File: src/design/fla_pkg.sv
// shared types and constants for the free list block allocator
// no dependencies; imported by fla_front, fla_back and the top level
package fla_pkg;

   // pool geometry
   localparam int POOL_BLOCKS = 1024;
   localparam int IDX_W       = $clog2(POOL_BLOCKS);
   localparam int LINK_W      = IDX_W + 1;
   localparam int MAX_BULK    = 64;
   localparam int COUNT_W     = 7;

   // link with the none bit set marks the end of a list
   localparam logic [LINK_W-1:0] LINK_NONE = {1'b1, {IDX_W{1'b0}}};

   // command codes
   localparam logic [1:0] CMD_PUSH      = 2'd0;
   localparam logic [1:0] CMD_POP       = 2'd1;
   localparam logic [1:0] CMD_BULK_PUSH = 2'd2;
   localparam logic [1:0] CMD_BULK_POP  = 2'd3;

   // decoupling queue between front and back
   localparam int QUEUE_DEPTH = 2;
   localparam int QPTR_W      = $clog2(QUEUE_DEPTH);

   // classified command as held in the queue
   typedef struct packed {
      logic [1:0]         cmd;
      logic [IDX_W-1:0]   block;
      logic [IDX_W-1:0]   tail;
      logic [COUNT_W-1:0] want;
   } item_type;

   // back end sequencer states
   typedef enum logic [1:0] {
      ST_IDLE = 2'b01,
      ST_LINK = 2'b10
   } state_type;

endpackage

File: src/design/fla_front.sv
// front end: accepts request beats, normalizes the batch count, queues commands
// depends on fla_pkg
module fla_front (
   input  logic                        clock,
   input  logic                        reset,
   input  logic                        req_valid,
   output logic                        req_stall,
   input  logic [1:0]                  req_cmd,
   input  logic [fla_pkg::IDX_W-1:0]   req_block_index,
   input  logic [fla_pkg::IDX_W-1:0]   req_tail_index,
   input  logic [fla_pkg::COUNT_W-1:0] req_count,
   output logic                        item_valid,
   output fla_pkg::item_type           item,
   input  logic                        item_take
);
   import fla_pkg::*;

   item_type              entry_ff [QUEUE_DEPTH];
   logic [QPTR_W-1:0]     wr_ptr_ff, wr_ptr_in;
   logic [QPTR_W-1:0]     rd_ptr_ff, rd_ptr_in;
   logic [QPTR_W:0]       fill_ff, fill_in;
   logic                  push_q, pop_q;
   logic [COUNT_W-1:0]    want;
   item_type              new_item;

   // batch size: non-batch commands and zero count take one, counts above MAX_BULK saturate
   always_comb begin
      if (req_cmd != CMD_BULK_POP || req_count == '0) begin
         want = COUNT_W'(1);
      end else if (req_count > COUNT_W'(MAX_BULK)) begin
         want = COUNT_W'(MAX_BULK);
      end else begin
         want = req_count;
      end
   end

   assign new_item.cmd   = req_cmd;
   assign new_item.block = req_block_index;
   assign new_item.tail  = req_tail_index;
   assign new_item.want  = want;

   // queue control
   assign req_stall  = (fill_ff == (QPTR_W+1)'(QUEUE_DEPTH));
   assign push_q     = req_valid && !req_stall;
   assign item_valid = (fill_ff != '0);
   assign pop_q      = item_take && item_valid;
   assign item       = entry_ff[rd_ptr_ff];

   always_comb begin
      wr_ptr_in = push_q ? wr_ptr_ff + QPTR_W'(1) : wr_ptr_ff;
      rd_ptr_in = pop_q ? rd_ptr_ff + QPTR_W'(1) : rd_ptr_ff;
      fill_in   = fill_ff;
      if (push_q && !pop_q) begin
         fill_in = fill_ff + (QPTR_W+1)'(1);
      end else if (pop_q && !push_q) begin
         fill_in = fill_ff - (QPTR_W+1)'(1);
      end
   end

   always_ff @(posedge clock) begin
      if (reset) begin
         wr_ptr_ff <= '0;
         rd_ptr_ff <= '0;
         fill_ff   <= '0;
      end else begin
         wr_ptr_ff <= wr_ptr_in;
         rd_ptr_ff <= rd_ptr_in;
         fill_ff   <= fill_in;
      end
   end

   // queue storage
   always_ff @(posedge clock) begin
      if (push_q) begin
         entry_ff[wr_ptr_ff] <= new_item;
      end
   end

endmodule

File: config.mk
export PLATFORM = sky130hd
export DESIGN_NAME = fla_front
export DESIGN_NICKNAME = d
export VERILOG_FILES = /design/src/design/fla_pkg.sv /design/src/design/fla_front.sv
export SDC_FILE = /design/constraint.sdc
export NUM_CORES = 1
export LEC_CHECK = 0
export BUFFER_PORTS_ARGS = -buffer_cell sky130_fd_sc_hd__buf_2
export CAP_MARGIN = 40
export CORE_ASPECT_RATIO = 0.9
export CORE_MARGIN = 2
export CORE_UTILIZATION = 40
export DETAILED_ROUTE_END_ITERATION = 8
export GPL_ROUTABILITY_DRIVEN = 0
export HOLD_SLACK_MARGIN = 0.08
export PLACE_DENSITY_LB_ADDON = 0.3
export SLEW_MARGIN = 20
export SYNTH_ARGS = -nofsm -noshare
export SYNTH_HDL_FRONTEND = slang
export SYNTH_SLANG_ARGS = --single-unit
File: constraint.sdc
create_clock -name clock -period 2.29 [get_ports clock]
set_input_delay 0.3435 -clock clock [delete_from_list [all_inputs] [get_ports clock]]
set_output_delay 0.3435 -clock clock [all_outputs]
set_load 0.02 [all_outputs]
* After elaboration in Yosys (flattened, before gate mapping)
Memories as Yosys holds them, arrays and structs flattened. A register that Yosys moved wholly into a read port is not among the register bits. Index checks and enable logic that the tools add are counted.
Storage, ports and cells: memory bits (writable) 58, input port bits 33, register bits after elaboration 4, memories kept 1, output and inout port bits 31
Memories:
- entry_ff | words 2, width 29, read ports 1, clocked after Yosys merged registers in 1, write ports 1, RTL line fla_front.sv:18 | item_type entry_ff [QUEUE_DEPTH];
Cells by class: order comparisons 1, reductions and logical operators 11, add/subtract/negate cells 4, muxes and demuxes 8, eq/ne operators 2
Operators with widths (number):
- 2-to-1 mux 7 bit | 2
- greater-than comparator 7 bit, second input constant | 1
- logical NOT 7 bit | 1
- logical AND 1 bit | 4
- 2-to-1 mux 1 bit | 4
- 2-to-1 mux 2 bit | 2
- nonzero test 2 bit | 2
- logical NOT 1 bit | 3
- adder 1 bit, second input constant | 2
- adder 2 x 1 -> 2 bit, second input constant | 1
- equality test 2 bit, second input constant | 1
- != test 2 bit, second input constant | 1
- subtractor 2 x 1 -> 2 bit, second input constant | 1
- logical OR 1 bit | 1

* Longest topological paths before layout
word-level depth 7, mapped depth 6, mapped depth without buffers 6

* Least setup slack after synthesis
No wires, ideal clock.
path kind flip-flop to flip-flop, from reg fill_ff[1], to mem entry_ff[0][0] in the netlist's numbering, enable pin, path buffers 0, slack 479 ps, arrival 1427 ps, required time 1906 ps, period minus slack after synthesis 1811 ps, cell stages (with the launch flop) 4, setup time 384 ps, cell sequence dfxtp_1 -> nor2b_2 -> or3_1 -> inv_1
Between the ends: longest elaborated chain between the ends 5
RTL lines:
- from (decl) | RTL line fla_front.sv:21 | logic [QPTR_W:0] fill_ff, fill_in;
- from (signal assigned) | RTL line fla_front.sv:68 | fill_ff <= fill_in;
- equality test 2 bit | RTL line fla_front.sv:43 | assign req_stall = (fill_ff == (QPTR_W+1)'(QUEUE_DEPTH));
- named net req_stall | RTL line fla_front.sv:7 | output logic req_stall,
- logical NOT 1 bit | RTL line fla_front.sv:44 | assign push_q = req_valid && !req_stall;
- logical AND 1 bit | RTL line fla_front.sv:44
- 2-to-1 mux 1 bit | RTL line fla_front.sv:74 | if (push_q) begin
- 2-to-1 mux 1 bit (implied by the code) | RTL line fla_front.sv:75 | entry_ff[wr_ptr_ff] <= new_item;
- to (decl) | RTL line fla_front.sv:18
The timed path passes the listed nets, and every way through them passes these cells.

==> run_results.csv <==
group,metric,value,unit
status,status,"finished clean",
pwr,power_density,1100,mW/mm2
die,die_area,0.00657,mm2
setup_path,arrival,1.61,ns
sta,rsz0062_at_grt,"no",
clock_tree,cts_hold_buf,0,
setup_path,startpoint_type,"flop",
clock_tree,root_buffer,"clkbuf_8",
sta,fin_worst_skew,0.00598,ns
finish,n_fill_cell,493,
place,postPlaceCellArea,0.00280,mm2
route,dr.pass1.iters,4,
logic_synthesis,ys_types,19,
setup_path,worstPathRequired,1.95,ns
die,std_cell_rows,26,
finish,syn_to_final_growth,24.1,%
setup_path,critical_path_class,"reg2out",
finish,layout.nets,236,
route,ant_nets,0,
route,post_drt_wl_per_cell,14.5,um
die,start_util,0.417,
sta,relSlewSlack,0.729,
sta,tns,0,ns
pwr,vdd.ir_drop.worst,0.542,mV
sta,finalCritPeriodShare,0.854,
die,fp.dieW,85.2,um
hold_path,hold_path_class,"in2reg",
die,chipHeight,77.1,um
place,io_buffers,63,
route,vias,1308,
sta,slew_violations,0,
grt,grt_pass1_wl,6.30,mm
die,io_pins,64,
sta,min_period,1.96,ns
logic_synthesis,syn-instance-count,127,
clock_tree,clock-sinks,63,
logic_synthesis,yosysWarnings,0,
sta,setup_viol,0,
setup_path,worstPathMaxFanout,23,
grt,grt_max_degree,30,
clock_tree,clk_pin_slew,0.06,ns
sta,fmax,511,MHz
clock_tree,clk_latency,0.32,ns
logic_synthesis,ys_ff_latch,63,
finish,design_area,0.00295,mm2
grt,antenna_found_initial,0,
pwr,leakage,0.00113,uW
grt,grt_use_total,0.128,
clock_tree,cts_made_buffers,9,
place,dpl.hpwl,2.68,mm
route,drtIter0Drc,60,
route,routed_wl,4.01,mm
clock_tree,cts_tree,"done",
die,design.core.area,0.00569,mm2
clock_tree,cts.path.max_buffers,2,
finish,num_antenna_cells,0,
route,drc,0,
grt,grt_pass1_vias,1297,
sta,tightest_slew,0.407,ns
logic_synthesis,seq_area_frac_synth,0.776,
clock_tree,htreeDepth,3,
finish,drive_above_1_share,0.519,
setup_path,critPathCaptureType,"output port",
route,vias_per_cell,4.74,
grt,grt_overflow,0,
logic_synthesis,netlist_area,0.00237,mm2
clock_tree,post_cts_resized,0,
sta,hold_violations,0,
logic_synthesis,synth.avg_cell_area,18.7,um2
logic_synthesis,synth_fp_nets,161,
run,maxCapViolCount,0,
clock_tree,postCtsSetupRepairBufs,0,
metal layers:
layer / up-vias / wire, um / share of wire / global-route usage
li1: 631 / - / - / -
met1: 625 / 1810 / 0.45 / 0.163
met2: 43 / 1880 / 0.47 / 0.191
met3: 9 / 246 / 0.061 / 0.0452
met4: 0 / 75 / 0.019 / 0.0667
met5: - / 0 / 0 / 0
cell type report:
class	count	area [um2]	area share
multi-input cells	59	504	0.171
clock inverters	3	11.3	0.00382
well taps	70	87.6	0.0297
flip-flops and latches	63	1840	0.625
inverters	2	7.51	0.00255
repair buffers	67	358	0.121
clock buffers	12	135	0.0459
per-stage QoR:
step / util / power (uW) / std cells / hold slack [ns] / worst slack [ns]
6_report: 0.517 / 3230 / 276 / 0.212 / 0.333
5_1_grt: 0.517 / 3400 / 276 / 0.197 / 0.234
4_1_cts: 0.517 / 3280 / 276 / 0.199 / 0.293
3_5_place_dp: 0.492 / 2530 / 261 / 0.491 / 0.651
3_3_place_gp: 0.492 / 2510 / 261 / 0.467 / 0.655
2_1_floorplan: - / 2210 / 127 / 0.413 / 0.479
cell families after synthesis:
family          share of synthesized area
compound gates                     0.0137
fa+ha+maj                         0.00527
flops                               0.776
simple gates                       0.0448
xor+xnor                           0.0111
buf+inv                            0.0116
mux                                 0.138
power breakdown:
part           internal, uW  switching [uW]
combinational           409             560
sequential             1450            68.8
clock                   377             366
total                  2240             995
layout by cell type (no fill, tap or decap), drive strengths merged:
| cell | Yosys | final |
|---|---|---|
| inv | 2 | 2 |
| buf | 3 | 67 |
| a21oi | 2 | 2 |
| dfxtp | 5 | 5 |
| nor2 | 7 | 7 |
| and3 | 1 | 1 |
| clkbuf | 0 | 12 |
| a211oi | 1 | 1 |
| mux2 | 29 | 29 |
| or2 | 1 | 1 |
| xor2 | 3 | 3 |
| or3 | 2 | 2 |
| nor3 | 1 | 1 |
| edfxtp | 58 | 58 |
| o21ai | 3 | 3 |
| nor2b | 1 | 1 |
| and2 | 6 | 6 |
| ha | 1 | 1 |
| clkinv | 0 | 3 |
| nand2 | 1 | 1 |
critical path, stage by stage, from the launching register on:
cell,delay (ns)
dfxtp_1,0.54
buf_12,0.23
mux2_2,0.36
buf_2,0.16
cells in the mapped netlist:
cell type,count,area [um2]
nand2_1,1,3.75
and2_1,6,37.5
buf_4,2,15.0
mux2_2,29,327
nor3_1,1,5.00
nor2b_2,1,8.76
or3_1,2,12.5
ha_1,1,12.5
and3_1,1,6.26
edfxtp_1,58,1740
a21oi_1,2,10.0
xor2_1,3,26.3
dfxtp_1,5,100
or2_2,1,6.26
a211oi_1,1,7.51
buf_2,1,5.00
inv_1,2,7.51
o21ai_0,3,15.0
nor2_1,7,26.3
worst paths after layout:
| check | from | end | slack (ns) | cells past startpoint |
|---|---|---|---|---|
| hold / removal | req_tail_index[3] | entry_ff[0][10] | 0.21 | 1 |
| hold reg to reg | rd_ptr_ff | flop | 0.50 | 2 |
| setup reg to reg | fill_ff[1] | entry_ff[0][22] | 0.66 | 4 |
| setup / recovery | flop | item[18] | 0.33 | 3 |
sequential cells by signal (all words and copies together), names as in the netlist, named ones only:
signal / count
entry_ff: 58
fill_ff: 2
wr_ptr_ff: 1
rd_ptr_ff: 1
Power figures use the tool's default switching activity.
